===== src/rtl/core/tgr_pkg.sv =====
package tgr_pkg;

   // input item kinds
   localparam logic [1:0] KIND_TEXT  = 2'd0;
   localparam logic [1:0] KIND_GLYPH = 2'd1;
   localparam logic [1:0] KIND_TOTAL = 2'd2;

   // configuration register indexes
   localparam logic [2:0] REG_ORIGIN_X      = 3'd0;
   localparam logic [2:0] REG_ORIGIN_Y      = 3'd1;
   localparam logic [2:0] REG_FRAME_WIDTH   = 3'd2;
   localparam logic [2:0] REG_FRAME_HEIGHT  = 3'd3;
   localparam logic [2:0] REG_DEFAULT_COLOR = 3'd4;

   // character codes
   localparam logic [7:0] CH_NEWLINE  = 8'h0a;
   localparam logic [7:0] CH_FORMFEED = 8'h0c;
   localparam logic [7:0] CH_SPACE    = 8'h20;
   localparam logic [7:0] CH_DEL      = 8'h7f;
   localparam logic [7:0] CH_LPAREN   = 8'h28;
   localparam logic [7:0] CH_RPAREN   = 8'h29;
   localparam logic [7:0] CH_0        = 8'h30;
   localparam logic [7:0] CH_9        = 8'h39;
   localparam logic [7:0] CH_UA       = 8'h41;
   localparam logic [7:0] CH_UF       = 8'h46;
   localparam logic [7:0] CH_LA       = 8'h61;
   localparam logic [7:0] CH_LF       = 8'h66;

   // glyph word layout: bit 14 top-left, rows of three, bit 15 drops one row
   localparam int unsigned GLYPH_ROWS = 5;
   localparam int unsigned GLYPH_COLS = 3;
   localparam logic [14:0] COL0_BITS  = 15'h4924;
   localparam logic [14:0] COL1_BITS  = 15'h2492;
   localparam logic [14:0] COL2_BITS  = 15'h1249;
   localparam logic [7:0]  COLOR_ALPHA = 8'hff;

   typedef struct packed {
      logic accept;
      logic glyph;
      logic emit_pixel;
      logic emit_total;
   } tgr_cmd_type;

   typedef struct packed {
      logic draw;
      logic total;
      logic mask_any;
      logic mask_one;
      logic out_free;
   } tgr_status_type;

endpackage


===== src/rtl/core/text_glyph_rasterizer.sv =====
// 3x5 bitmap font text renderer.
// req_*: one item per transfer: a text byte, a glyph store write or an end of
//   string. Load the glyph store before drawing any code that uses it.
// rsp_*: pixel writes (x, y, colour) clipped to the frame, or one total
//   advance result at end of string; rsp_last marks the final result of an item.
// csr_*: register writes, always ready; write only while the block is idle.
// Flow: a store write or a control, escape or non-printable byte is handled
//   as it is accepted. A printable code starts its store read as it is accepted,
//   then the glyph state builds the clipped pixel mask, then its pixels (0 to
//   15) go out one pixel per cycle while the result register is free. End of
//   string passes its total through the total state to the result register.
//   The glyph store has a single read port.
// The result register holds one result; when rsp_ready is low the pixel loop
//   waits on it, and a new item is taken once the current one has handed its
//   last result to that register.
// Reset clears the cursor to the origin, the colour to the default colour and
//   the registers to their reset values; glyph store contents are undefined.
module text_glyph_rasterizer #(
   parameter int GLYPH_COUNT = 96,
   parameter int COORD_BITS  = 16
) (
   input  logic               clock,
   input  logic               reset,
   input  logic               req_valid,
   output logic               req_ready,
   input  logic [1:0]         req_kind,
   input  logic [7:0]         req_text_byte,
   input  logic [6:0]         req_glyph_index,
   input  logic [15:0]        req_glyph_word,
   output logic               rsp_valid,
   input  logic               rsp_ready,
   output logic               rsp_is_total,
   output logic signed [15:0] rsp_pixel_x,
   output logic signed [15:0] rsp_pixel_y,
   output logic [31:0]        rsp_pixel_color,
   output logic signed [15:0] rsp_total_width,
   output logic               rsp_last,
   input  logic               csr_valid,
   output logic               csr_ready,
   input  logic [2:0]         csr_index,
   input  logic [31:0]        csr_data
);
   import tgr_pkg::*;

   tgr_cmd_type    cmd;
   tgr_status_type status;

   assign csr_ready = 1'b1;

   tgr_ctrl u_ctrl (
      .clock     (clock),
      .reset     (reset),
      .req_valid (req_valid),
      .req_ready (req_ready),
      .status    (status),
      .cmd       (cmd)
   );

   tgr_dp #(
      .GLYPH_COUNT (GLYPH_COUNT),
      .COORD_BITS  (COORD_BITS)
   ) u_dp (
      .clock           (clock),
      .reset           (reset),
      .cmd             (cmd),
      .status          (status),
      .req_kind        (req_kind),
      .req_text_byte   (req_text_byte),
      .req_glyph_index (req_glyph_index),
      .req_glyph_word  (req_glyph_word),
      .csr_write       (csr_valid && csr_ready),
      .csr_index       (csr_index),
      .csr_data        (csr_data),
      .rsp_ready       (rsp_ready),
      .rsp_valid       (rsp_valid),
      .rsp_is_total    (rsp_is_total),
      .rsp_pixel_x     (rsp_pixel_x),
      .rsp_pixel_y     (rsp_pixel_y),
      .rsp_pixel_color (rsp_pixel_color),
      .rsp_total_width (rsp_total_width),
      .rsp_last        (rsp_last)
   );

`ifndef SYNTHESIS
   a_emit_into_free: assert property (@(posedge clock) disable iff (reset)
      (cmd.emit_pixel || cmd.emit_total) |-> status.out_free)
      else $error("result loaded while the result register is still full");

   a_total_blocks_input: assert property (@(posedge clock) disable iff (reset)
      (req_valid && req_ready && req_kind == KIND_TOTAL) |=> !req_ready)
      else $error("new item taken before the end-of-string total was issued");

   a_total_result: assert property (@(posedge clock) disable iff (reset)
      cmd.emit_total |=> (rsp_valid && rsp_is_total && rsp_last))
      else $error("end-of-string total not presented as a final result");

   a_no_accept_while_emit: assert property (@(posedge clock) disable iff (reset)
      cmd.accept |-> !(cmd.emit_pixel || cmd.emit_total || cmd.glyph))
      else $error("item accepted while a glyph is still being drawn");
`endif

endmodule


===== src/rtl/core/tgr_ram.sv =====
module tgr_ram #(
   parameter int WIDTH = 16,
   parameter int DEPTH = 96
) (
   input  logic                                         clock,
   input  logic                                         wr_en,
   input  logic [((DEPTH > 1) ? $clog2(DEPTH) : 1)-1:0] wr_addr,
   input  logic [WIDTH-1:0]                             wr_data,
   input  logic                                         rd_en,
   input  logic [((DEPTH > 1) ? $clog2(DEPTH) : 1)-1:0] rd_addr,
   output logic [WIDTH-1:0]                             rd_data
);
   logic [WIDTH-1:0] mem [DEPTH];

   always_ff @(posedge clock) begin
      if (wr_en) begin
         mem[wr_addr] <= wr_data;
      end
      if (rd_en) begin
         rd_data <= mem[rd_addr];
      end
   end

endmodule


===== src/rtl/core/tgr_ctrl.sv =====
module tgr_ctrl (
   input  logic                    clock,
   input  logic                    reset,
   input  logic                    req_valid,
   output logic                    req_ready,
   input  tgr_pkg::tgr_status_type status,
   output tgr_pkg::tgr_cmd_type    cmd
);
   import tgr_pkg::*;

   typedef enum logic [1:0] {
      ST_IDLE,
      ST_GLYPH,
      ST_EMIT,
      ST_TOTAL
   } state_type;

   state_type state_ff;
   state_type state_in;
   logic      accept;

   always_comb begin
      req_ready = (state_ff == ST_IDLE);
      accept = req_valid && req_ready;
      cmd.accept = accept;
      cmd.glyph = (state_ff == ST_GLYPH);
      cmd.emit_pixel = (state_ff == ST_EMIT) && status.out_free;
      cmd.emit_total = (state_ff == ST_TOTAL) && status.out_free;
   end

   always_comb begin
      state_in = state_ff;
      case (state_ff)
         ST_IDLE: begin
            if (accept && status.total) begin
               state_in = ST_TOTAL;
            end else if (accept && status.draw) begin
               state_in = ST_GLYPH;
            end
         end
         ST_GLYPH: begin
            state_in = status.mask_any ? ST_EMIT : ST_IDLE;
         end
         ST_EMIT: begin
            if (status.out_free && status.mask_one) begin
               state_in = ST_IDLE;
            end
         end
         ST_TOTAL: begin
            if (status.out_free) begin
               state_in = ST_IDLE;
            end
         end
         default: begin
            state_in = ST_IDLE;
         end
      endcase
   end

   always_ff @(posedge clock) begin
      if (reset) begin
         state_ff <= ST_IDLE;
      end else begin
         state_ff <= state_in;
      end
   end

endmodule


===== src/rtl/core/tgr_dp.sv =====
module tgr_dp #(
   parameter int GLYPH_COUNT = 96,
   parameter int COORD_BITS  = 16
) (
   input  logic                    clock,
   input  logic                    reset,
   input  tgr_pkg::tgr_cmd_type    cmd,
   output tgr_pkg::tgr_status_type status,
   input  logic [1:0]              req_kind,
   input  logic [7:0]              req_text_byte,
   input  logic [6:0]              req_glyph_index,
   input  logic [15:0]             req_glyph_word,
   input  logic                    csr_write,
   input  logic [2:0]              csr_index,
   input  logic [31:0]             csr_data,
   input  logic                    rsp_ready,
   output logic                    rsp_valid,
   output logic                    rsp_is_total,
   output logic signed [15:0]      rsp_pixel_x,
   output logic signed [15:0]      rsp_pixel_y,
   output logic [31:0]             rsp_pixel_color,
   output logic signed [15:0]      rsp_total_width,
   output logic                    rsp_last
);
   import tgr_pkg::*;

   // wide enough for a coordinate plus a small offset and the 13-bit frame size
   localparam int CW = ((COORD_BITS > 14) ? COORD_BITS : 14) + 2;
   localparam int AW = (GLYPH_COUNT > 1) ? $clog2(GLYPH_COUNT) : 1;

   typedef enum logic [1:0] {
      MODE_NORMAL,
      MODE_FF,
      MODE_ESC
   } mode_type;

   function automatic logic [4:0] pixel_place(input logic [3:0] pos);
      // {row, col} of a glyph bit position
      case (pos)
         4'd14:   pixel_place = {3'd0, 2'd0};
         4'd13:   pixel_place = {3'd0, 2'd1};
         4'd12:   pixel_place = {3'd0, 2'd2};
         4'd11:   pixel_place = {3'd1, 2'd0};
         4'd10:   pixel_place = {3'd1, 2'd1};
         4'd9:    pixel_place = {3'd1, 2'd2};
         4'd8:    pixel_place = {3'd2, 2'd0};
         4'd7:    pixel_place = {3'd2, 2'd1};
         4'd6:    pixel_place = {3'd2, 2'd2};
         4'd5:    pixel_place = {3'd3, 2'd0};
         4'd4:    pixel_place = {3'd3, 2'd1};
         4'd3:    pixel_place = {3'd3, 2'd2};
         4'd2:    pixel_place = {3'd4, 2'd0};
         4'd1:    pixel_place = {3'd4, 2'd1};
         4'd0:    pixel_place = {3'd4, 2'd2};
         default: pixel_place = {3'd0, 2'd0};
      endcase
   endfunction

   // configuration and parser state
   logic [15:0]           origin_x_ff, origin_x_in;
   logic [15:0]           origin_y_ff, origin_y_in;
   logic [12:0]           frame_w_ff, frame_w_in;
   logic [12:0]           frame_h_ff, frame_h_in;
   logic [31:0]           def_color_ff, def_color_in;
   logic [COORD_BITS-1:0] cursor_x_ff, cursor_x_in;
   logic [COORD_BITS-1:0] cursor_y_ff, cursor_y_in;
   logic [31:0]           color_ff, color_in;
   mode_type              mode_ff, mode_in;
   logic [11:0]           digits_ff, digits_in;
   logic [1:0]            count_ff, count_in;

   // per-glyph working registers
   logic                  slot_ok_ff, slot_ok_in;
   logic [CW-1:0]         x_eff_ff, x_eff_in;
   logic [CW-1:0]         y_eff_ff, y_eff_in;
   logic [14:0]           mask_ff, mask_in;
   logic [15:0]           total_ff, total_in;

   // result register
   logic                  rsp_valid_ff, rsp_valid_in;
   logic                  rsp_is_total_ff, rsp_is_total_in;
   logic [15:0]           rsp_x_ff, rsp_x_in;
   logic [15:0]           rsp_y_ff, rsp_y_in;
   logic [31:0]           rsp_color_ff, rsp_color_in;
   logic [15:0]           rsp_total_ff, rsp_total_in;
   logic                  rsp_last_ff, rsp_last_in;

   // glyph store
   logic                  ram_wr_en;
   logic [AW-1:0]         ram_wr_addr;
   logic [AW-1:0]         ram_rd_addr;
   logic [15:0]           ram_rd_data;
   logic [7:0]            slot;

   // byte parser
   logic                  hex_ok;
   logic [3:0]            hex_val;
   logic                  plain;
   logic                  pre_adv;
   logic                  draw;
   mode_type              p_mode;
   logic [11:0]           p_digits;
   logic [1:0]            p_count;
   logic [31:0]           p_color;
   logic [COORD_BITS-1:0] p_cx, p_cy, cx_pre;
   logic [31:0]           esc_color;

   // origins and totals
   logic [CW-1:0]         ox_w, oy_w, csr_org_w;
   logic [COORD_BITS-1:0] cx_end;
   logic [CW-1:0]         tot_w;

   // glyph setup
   logic [15:0]           g;
   logic [COORD_BITS-1:0] y_drop;
   logic [CW-1:0]         xg, yg;
   logic                  has3, has2;
   logic [COORD_BITS-1:0] adv;
   logic [14:0]           wmask, colmask, rowmask, mask_new;
   logic [2:0]            col_ok;
   logic [4:0]            row_ok;
   logic [CW-1:0]         fw_w, fh_w;
   logic [CW-1:0]         pxc [GLYPH_COLS];
   logic [CW-1:0]         pyr [GLYPH_ROWS];

   // pixel emission
   logic [3:0]            hi_pos;
   logic [14:0]           hi_onehot;
   logic [2:0]            pr;
   logic [1:0]            pc;
   logic [CW-1:0]         px_w, py_w;

   assign slot        = req_text_byte - CH_SPACE;
   assign ram_rd_addr = AW'(slot);
   assign ram_wr_addr = AW'(req_glyph_index);
   assign ram_wr_en   = cmd.accept && (req_kind == KIND_GLYPH) &&
                        ({2'b00, req_glyph_index} < 9'(GLYPH_COUNT));

   tgr_ram #(
      .WIDTH (16),
      .DEPTH (GLYPH_COUNT)
   ) u_store (
      .clock   (clock),
      .wr_en   (ram_wr_en),
      .wr_addr (ram_wr_addr),
      .wr_data (req_glyph_word),
      .rd_en   (cmd.accept),
      .rd_addr (ram_rd_addr),
      .rd_data (ram_rd_data)
   );

   assign ox_w      = CW'($signed(origin_x_ff));
   assign oy_w      = CW'($signed(origin_y_ff));
   assign csr_org_w = CW'($signed(csr_data[15:0]));
   assign esc_color = {COLOR_ALPHA, digits_ff[3:0], digits_ff[3:0], digits_ff[7:4],
                       digits_ff[7:4], digits_ff[11:8], digits_ff[11:8]};

   always_comb begin
      hex_ok = 1'b1;
      hex_val = '0;
      if (req_text_byte inside {[CH_0:CH_9]}) begin
         hex_val = 4'(req_text_byte - CH_0);
      end else if (req_text_byte inside {[CH_LA:CH_LF]}) begin
         hex_val = 4'(req_text_byte - CH_LA + 8'd10);
      end else if (req_text_byte inside {[CH_UA:CH_UF]}) begin
         hex_val = 4'(req_text_byte - CH_UA + 8'd10);
      end else begin
         hex_ok = 1'b0;
      end
   end

   // text byte: escape handling first, then the byte itself if it falls through
   always_comb begin
      plain = 1'b0;
      pre_adv = 1'b0;
      p_mode = mode_ff;
      p_digits = digits_ff;
      p_count = count_ff;
      p_color = color_ff;
      case (mode_ff)
         MODE_FF: begin
            if (req_text_byte == CH_LPAREN) begin
               p_mode = MODE_ESC;
               p_digits = '0;
               p_count = '0;
            end else begin
               p_mode = MODE_NORMAL;
               pre_adv = 1'b1;
               plain = 1'b1;
            end
         end
         MODE_ESC: begin
            if (req_text_byte == CH_RPAREN) begin
               p_color = (count_ff == 2'd3) ? esc_color : def_color_ff;
               p_mode = MODE_NORMAL;
            end else if ((count_ff == 2'd3) || !hex_ok) begin
               p_color = def_color_ff;
               p_mode = MODE_NORMAL;
               plain = 1'b1;
            end else begin
               p_digits = {digits_ff[7:0], hex_val};
               p_count = count_ff + 2'd1;
            end
         end
         default: begin
            p_mode = MODE_NORMAL;
            plain = 1'b1;
         end
      endcase

      cx_pre = pre_adv ? cursor_x_ff + COORD_BITS'(4) : cursor_x_ff;
      p_cx = cx_pre;
      p_cy = cursor_y_ff;
      draw = 1'b0;
      if (plain) begin
         if (req_text_byte == CH_NEWLINE) begin
            p_cx = ox_w[COORD_BITS-1:0];
            p_cy = cursor_y_ff + COORD_BITS'(6);
         end else if (req_text_byte == CH_FORMFEED) begin
            p_mode = MODE_FF;
         end else if (!(req_text_byte inside {[CH_SPACE:CH_DEL]})) begin
            p_cx = cx_pre + COORD_BITS'(4);
         end else begin
            draw = 1'b1;
         end
      end
   end

   // end of string: a pending form feed still counts as an advance
   always_comb begin
      cx_end = (mode_ff == MODE_FF) ? cursor_x_ff + COORD_BITS'(4) : cursor_x_ff;
      tot_w = CW'($signed(cx_end)) - ox_w;
   end

   // glyph setup: width, drop, clipped pixel mask
   always_comb begin
      g = slot_ok_ff ? ram_rd_data : '0;
      y_drop = g[15] ? cursor_y_ff + COORD_BITS'(1) : cursor_y_ff;
      xg = CW'($signed(cursor_x_ff));
      yg = CW'($signed(y_drop));
      has3 = |(g[14:0] & COL2_BITS);
      has2 = |(g[14:0] & COL1_BITS);
      if ((g == '0) || has3) begin
         adv = COORD_BITS'(4);
      end else if (has2) begin
         adv = COORD_BITS'(3);
      end else begin
         adv = COORD_BITS'(2);
      end
      if (has3) begin
         wmask = COL0_BITS | COL1_BITS | COL2_BITS;
      end else if (has2) begin
         wmask = COL0_BITS | COL1_BITS;
      end else begin
         wmask = COL0_BITS;
      end
      fw_w = CW'(frame_w_ff);
      fh_w = CW'(frame_h_ff);
      for (int c = 0; c < GLYPH_COLS; c++) begin
         pxc[c] = xg + CW'(c);
         col_ok[c] = !pxc[c][CW-1] && (pxc[c] < fw_w);
      end
      for (int r = 0; r < GLYPH_ROWS; r++) begin
         pyr[r] = yg + CW'(r);
         row_ok[r] = !pyr[r][CW-1] && (pyr[r] < fh_w);
      end
      colmask = (col_ok[0] ? COL0_BITS : '0) | (col_ok[1] ? COL1_BITS : '0) |
                (col_ok[2] ? COL2_BITS : '0);
      rowmask = {{3{row_ok[0]}}, {3{row_ok[1]}}, {3{row_ok[2]}},
                 {3{row_ok[3]}}, {3{row_ok[4]}}};
      mask_new = g[14:0] & wmask & colmask & rowmask;
   end

   // next pixel in raster order is the highest set mask bit
   always_comb begin
      hi_pos = '0;
      for (int i = 0; i < 15; i++) begin
         if (mask_ff[i]) begin
            hi_pos = 4'(i);
         end
      end
      hi_onehot = 15'(1) << hi_pos;
      {pr, pc} = pixel_place(hi_pos);
      px_w = x_eff_ff + CW'(pc);
      py_w = y_eff_ff + CW'(pr);
   end

   always_comb begin
      status.draw = (req_kind == KIND_TEXT) && draw;
      status.total = (req_kind == KIND_TOTAL);
      status.mask_any = |mask_new;
      status.mask_one = ((mask_ff & (mask_ff - 15'd1)) == '0);
      status.out_free = !rsp_valid_ff || rsp_ready;
   end

   always_comb begin
      origin_x_in = origin_x_ff;
      origin_y_in = origin_y_ff;
      frame_w_in = frame_w_ff;
      frame_h_in = frame_h_ff;
      def_color_in = def_color_ff;
      cursor_x_in = cursor_x_ff;
      cursor_y_in = cursor_y_ff;
      color_in = color_ff;
      mode_in = mode_ff;
      digits_in = digits_ff;
      count_in = count_ff;
      slot_ok_in = slot_ok_ff;
      x_eff_in = x_eff_ff;
      y_eff_in = y_eff_ff;
      mask_in = mask_ff;
      total_in = total_ff;

      if (csr_write) begin
         case (csr_index)
            REG_ORIGIN_X: begin
               origin_x_in = csr_data[15:0];
               cursor_x_in = csr_org_w[COORD_BITS-1:0];
            end
            REG_ORIGIN_Y: begin
               origin_y_in = csr_data[15:0];
               cursor_y_in = csr_org_w[COORD_BITS-1:0];
            end
            REG_FRAME_WIDTH: begin
               frame_w_in = csr_data[12:0];
            end
            REG_FRAME_HEIGHT: begin
               frame_h_in = csr_data[12:0];
            end
            REG_DEFAULT_COLOR: begin
               def_color_in = csr_data;
               color_in = csr_data;
            end
            default: begin
            end
         endcase
      end

      if (cmd.accept) begin
         case (req_kind)
            KIND_TEXT: begin
               mode_in = p_mode;
               digits_in = p_digits;
               count_in = p_count;
               color_in = p_color;
               cursor_x_in = p_cx;
               cursor_y_in = p_cy;
               slot_ok_in = ({1'b0, slot} < 9'(GLYPH_COUNT));
            end
            KIND_TOTAL: begin
               total_in = tot_w[15:0];
               cursor_x_in = ox_w[COORD_BITS-1:0];
               cursor_y_in = oy_w[COORD_BITS-1:0];
               color_in = def_color_ff;
               mode_in = MODE_NORMAL;
               digits_in = '0;
               count_in = '0;
            end
            default: begin
            end
         endcase
      end

      if (cmd.glyph) begin
         cursor_x_in = cursor_x_ff + adv;
         x_eff_in = xg;
         y_eff_in = yg;
         mask_in = mask_new;
      end

      if (cmd.emit_pixel) begin
         mask_in = mask_ff & ~hi_onehot;
      end
   end

   always_comb begin
      rsp_valid_in = rsp_valid_ff && !rsp_ready;
      rsp_is_total_in = rsp_is_total_ff;
      rsp_x_in = rsp_x_ff;
      rsp_y_in = rsp_y_ff;
      rsp_color_in = rsp_color_ff;
      rsp_total_in = rsp_total_ff;
      rsp_last_in = rsp_last_ff;
      if (cmd.emit_pixel) begin
         rsp_valid_in = 1'b1;
         rsp_is_total_in = 1'b0;
         rsp_x_in = px_w[15:0];
         rsp_y_in = py_w[15:0];
         rsp_color_in = color_ff;
         rsp_total_in = '0;
         rsp_last_in = status.mask_one;
      end else if (cmd.emit_total) begin
         rsp_valid_in = 1'b1;
         rsp_is_total_in = 1'b1;
         rsp_x_in = '0;
         rsp_y_in = '0;
         rsp_color_in = '0;
         rsp_total_in = total_ff;
         rsp_last_in = 1'b1;
      end
   end

   always_ff @(posedge clock) begin
      if (reset) begin
         origin_x_ff <= '0;
         origin_y_ff <= '0;
         frame_w_ff <= 13'd64;
         frame_h_ff <= 13'd64;
         def_color_ff <= 32'hffff_ffff;
         cursor_x_ff <= '0;
         cursor_y_ff <= '0;
         color_ff <= 32'hffff_ffff;
         mode_ff <= MODE_NORMAL;
         digits_ff <= '0;
         count_ff <= '0;
         rsp_valid_ff <= 1'b0;
      end else begin
         origin_x_ff <= origin_x_in;
         origin_y_ff <= origin_y_in;
         frame_w_ff <= frame_w_in;
         frame_h_ff <= frame_h_in;
         def_color_ff <= def_color_in;
         cursor_x_ff <= cursor_x_in;
         cursor_y_ff <= cursor_y_in;
         color_ff <= color_in;
         mode_ff <= mode_in;
         digits_ff <= digits_in;
         count_ff <= count_in;
         rsp_valid_ff <= rsp_valid_in;
      end
   end

   always_ff @(posedge clock) begin
      slot_ok_ff <= slot_ok_in;
      x_eff_ff <= x_eff_in;
      y_eff_ff <= y_eff_in;
      mask_ff <= mask_in;
      total_ff <= total_in;
      rsp_is_total_ff <= rsp_is_total_in;
      rsp_x_ff <= rsp_x_in;
      rsp_y_ff <= rsp_y_in;
      rsp_color_ff <= rsp_color_in;
      rsp_total_ff <= rsp_total_in;
      rsp_last_ff <= rsp_last_in;
   end

   assign rsp_valid       = rsp_valid_ff;
   assign rsp_is_total    = rsp_is_total_ff;
   assign rsp_pixel_x     = rsp_x_ff;
   assign rsp_pixel_y     = rsp_y_ff;
   assign rsp_pixel_color = rsp_color_ff;
   assign rsp_total_width = rsp_total_ff;
   assign rsp_last        = rsp_last_ff;

endmodule

===== config.mk =====
export PLATFORM = sky130hd
export DESIGN_NAME = text_glyph_rasterizer
export DESIGN_NICKNAME = d
export VERILOG_FILES = /design/src/rtl/core/tgr_pkg.sv /design/src/rtl/core/text_glyph_rasterizer.sv /design/src/rtl/core/tgr_ram.sv /design/src/rtl/core/tgr_ctrl.sv /design/src/rtl/core/tgr_dp.sv
export SDC_FILE = /design/constraint.sdc
export NUM_CORES = 2
export LEC_CHECK = 0
export BUFFER_PORTS_ARGS = -buffer_cell sky130_fd_sc_hd__buf_2
export CAP_MARGIN = 10
export CORE_ASPECT_RATIO = 1.4
export CORE_MARGIN = 8
export CORE_UTILIZATION = 30
export DETAILED_ROUTE_END_ITERATION = 6
export PLACE_DENSITY = 0.45
export SETUP_SLACK_MARGIN = 0.5
export SLEW_MARGIN = 5
export SYNTH_ARGS = -nofsm -noshare
export SYNTH_HDL_FRONTEND = slang
export SYNTH_SLANG_ARGS = --single-unit

===== constraint.sdc =====
create_clock -name clock -period 6.2 [get_ports clock]
set_input_delay 1.24 -clock clock [delete_from_list [all_inputs] [get_ports clock]]
set_output_delay 1.24 -clock clock [all_outputs]
set_load 0.05 [all_outputs]

==> impl_metrics.py <==
metrics = {
    "status": {
        "status": "finished, final reports clean",
    },
    "pwr": {
        "p_comb_share_pct": 8.4,
        "p_leak_uw": 0.0296,
        "power.internal_uw": 21400,
        "switching_share_pct": 24.0,
        "peakVddDrop_mv": 0.195,
        "power.density_mw_per_mm2": 307,
        "pwr-share-seq_pct": 50.1,
        "p_clk_share_pct": 41.5,
        "power.switching_uw": 6740,
    },
    "critical_path": {
        "critPathKind": "reg2reg",
        "cp_max_fo": 15,
        "cp-start-kind": "flop",
        "worstPathCellList": "nand3_2 -> xnor2_1 -> inv_1 -> ha_1 -> inv_1 -> a211oi_1 -> nand2_1 -> xnor2_1 -> ha_1 -> and4_1 -> a2111oi_0 -> a21oi_1 -> a211oi_1 -> nand3_1 -> nor3_1 -> a211oi_1 -> a41oi_2",
        "crit_arrival_ps": 5880,
        "cpMostUsedCell": "a211oi_1",
        "end_kind": "flop",
        "cp.required_ps": 6990,
        "slowest_stage": "edfxtp_1",
        "slowest_delay_ps": 710,
    },
    "timing": {
        "rsz0062_at_grt": "false",
        "setup_viol": 0,
        "tightest_slew_ps": 1220,
        "min_period_ps": 5080,
        "fin_tns_setup_ps": 0,
        "fin_crit_sh_pct": 82.0,
        "max_freq_mhz": 197,
        "final.setup_skew_ps": 68.5,
        "maxSlewHeadroom_pct": 18.5,
        "hold_viol_final": 0,
        "final_max_slew_viol_count": 0,
    },
    "global_route": {
        "grt_usage_pct": 16.4,
        "grt_first_pass_wirelength_um": 341000,
        "overflow": 0,
        "grt_pass1_vias": 45700,
        "grt_max_degree": 109,
        "grt_antenna_before_repair": 15,
    },
    "cts": {
        "ctsHoldBuffers": 0,
        "cts.htree.levels": 4,
        "clockBufferDepth": 4,
        "cts_setup_buffers": 0,
        "clock_latency_ps": 860,
        "cts.sinks": 1871,
        "clk_pin_slew_ps": 70,
        "cts_made_buffers": 199,
        "cts_tree": "yes",
        "post_cts_resized": 0,
        "clockRootBuffer": "clkbuf_16",
    },
    "synth": {
        "synth-main-ff-cell": "edfxtp_1",
        "synth_cells": 4836,
        "ys_seq_area_share_pct": 68.0,
        "ys_ff_latch": 1871,
        "synth_largest_area_cell": "edfxtp_1",
        "synth_edf_count": 1681,
        "syn-num-nets": 5061,
        "synth.avg_cell_area_um2": 16.5,
        "ys_warn_count": 0,
        "ys_types": 99,
        "async_flop_share_pct": 0,
        "synthTopCellsByArea": "edfxtp_1, mux4_2, dfxtp_1",
        "synth_area_mm2": 0.0798,
        "synth_top_area_share_pct": 63.3,
    },
    "floorplanning": {
        "io_pins": 158,
        "rows": 224,
        "dieArea_mm2": 0.283,
        "die_x_um": 452,
        "die_h_um": 626,
        "initial_utilization_pct": 30.1,
        "core_area_mm2": 0.265,
    },
    "route": {
        "wl_um": 239000,
        "drc": 0,
        "drt_first_pass_iters": 5,
        "viasPerCell": 5.05,
        "drt_iter0_drc": 3355,
        "antenna_left": 0,
        "wl_per_cell_um": 27.3,
        "via_count": 44300,
    },
    "job": {
        "drv_cap": 0,
    },
    "worst_hold_path": {
        "hold_class": "reg2reg",
    },
    "placed_design": {
        "numPortBuffers": 156,
        "placed_cell_area_mm2": 0.0855,
        "place.gp.congestion": 0.857,
        "hpwlAfterDp_um": 153000,
    },
    "cells_and_area": {
        "area_growth_pct": 15.0,
        "final_nets": 5334,
        "finish.instance_area_mm2": 0.0917,
        "final_core_util_pct": 34.6,
        "drive_above_1_share_pct": 22.1,
    },
}
[cell type report]
class | count | area (um2)
Fill cell | 25400 | 173000
Sequential cell | 1871 | 54300
Multi-Input combinational cell | 2596 | 24100
Clock buffer | 243 | 5230
Tap cell | 3503 | 4380
Timing Repair Buffer | 338 | 2310
Clock inverter | 114 | 1000
Inverter | 103 | 387
Antenna cell | 10 | 25.0
[worst max-delay path, delay by kind of cell (launching register included)]
kind | cells | cell delay [ps]
buffers and inverters | 2 | 350
adder cells (fa/ha/maj) | 2 | 600
AND/OR/NAND/NOR | 5 | 1210
AO/OA/AOI/OAI | 6 | 1680
flip-flops | 1 | 710
XOR/XNOR | 2 | 460
[sequential cells by signal (all words and copies together), names as in the netlist, 12 cells and up]
| signal | cells |
|---|---|
| u_dp.rsp_pixel_y | 16 |
| u_dp.color_ff | 32 |
| u_dp.x_eff_ff | 16 |
| u_dp.frame_h_ff | 13 |
| u_dp.origin_x_ff | 16 |
| u_dp.digits_ff | 12 |
| u_dp.rsp_total_width | 16 |
| u_dp.total_ff | 16 |
| u_dp.u_store.mem | 1536 |
| u_dp.mask_ff | 15 |
| u_dp.frame_w_ff | 13 |
| u_dp.cursor_y_ff | 16 |
| u_dp.origin_y_ff | 16 |
| u_dp.y_eff_ff | 16 |
| u_dp.cursor_x_ff | 16 |
| u_dp.def_color_ff | 32 |
| u_dp.u_store.rd_data | 16 |
| u_dp.rsp_pixel_color | 32 |
| u_dp.rsp_pixel_x | 16 |
[stage by stage]
| step | total power [uW] | worst slack [ps] | cells | hold WS, ps |
|---|---|---|---|---|
| after global routing | 29100 | 672 | 8773 | 477 |
| after CTS | 28500 | 1180 | 8768 | 455 |
| final | 28100 | 1120 | 8778 | 451 |
| after detailed placement | 16800 | 1160 | 8411 | 444 |
| after floorplan | 15700 | 963 | 4836 | 406 |
| after global placement | 16700 | 1180 | 8411 | 443 |
[logic make-up (layout without fill, tap and decap cells)]
group / count (synthesis) / in the layout / share of synthesized area (%)
flops: 1871 / 1871 / 68.0
simple gates: 1169 / 1169 / 6.88
xor+xnor: 164 / 164 / 1.83
other cells: 1 / 11 / 0.00470
buf+inv: 369 / 798 / 1.78
fa+ha+maj: 154 / 154 / 2.45
compound gates: 588 / 588 / 4.70
mux: 520 / 520 / 14.3
[power by group through the flow]
stage | clock (uW) | combinational (uW) | sequential, uW
3_3_place_gp | 0 | 2400 | 14400
3_5_place_dp | 0 | 2400 | 14400
4_1_cts | 12000 | 2410 | 14100
2_1_floorplan | 0 | 1260 | 14500
6_report | 11700 | 2350 | 14100
5_1_grt | 12400 | 2540 | 14100
[worst paths after layout]
check                                          from             endpoint  slack, ps  cells after the start
worst max register to register      u_dp.slot_ok_ff   u_ctrl.state_ff[1]       1120                     17
worst min-delay path            u_dp.origin_y_ff[5]  u_dp.origin_y_ff[5]        450                      2
worst max-delay path                u_dp.slot_ok_ff   u_ctrl.state_ff[1]       1120                     17
worst min register to register  u_dp.origin_y_ff[5]  u_dp.origin_y_ff[5]        450                      2
[cells in the mapped netlist (all sizes together), types with 25 or more instances]
cell and number:
and2 44, a31oi 46, nor3 81, nor4 25, dfxtp 190, edfxtp 1681
o21ai 120, xnor2 113, ha 148, nor2b 28, a21oi 175, nand2b 37
nand3 80, inv 99, nand4 34, nor2 318, xor2 51, buf 77
nand2 427, o21bai 40, clkbuf 189, o22ai 31, mux4 496
[routing by layer]
| metal | track usage, % | vias to the layer above | part of all wire, % |
|---|---|---|---|
| li1 | - | 19600 | - |
| met4 | 4.44 | 4 | 2.8 |
| met2 | 30.7 | 1078 | 53 |
| met1 | 19.8 | 23300 | 40 |
| met3 | 2.22 | 350 | 4.2 |
| met5 | 0 | - | 0.011 |
[cells in the final DEF, fill, tap and decap left out, drive strengths merged, types with 113 or more instances in the layout]
cell	count
nor2	318
xnor2	113
clkbuf	243
ha	148
mux4	496
buf	338
a21oi	175
edfxtp	1681
dfxtp	190
o21ai	120
nand2	427
Power figures use the tool's default switching activity.
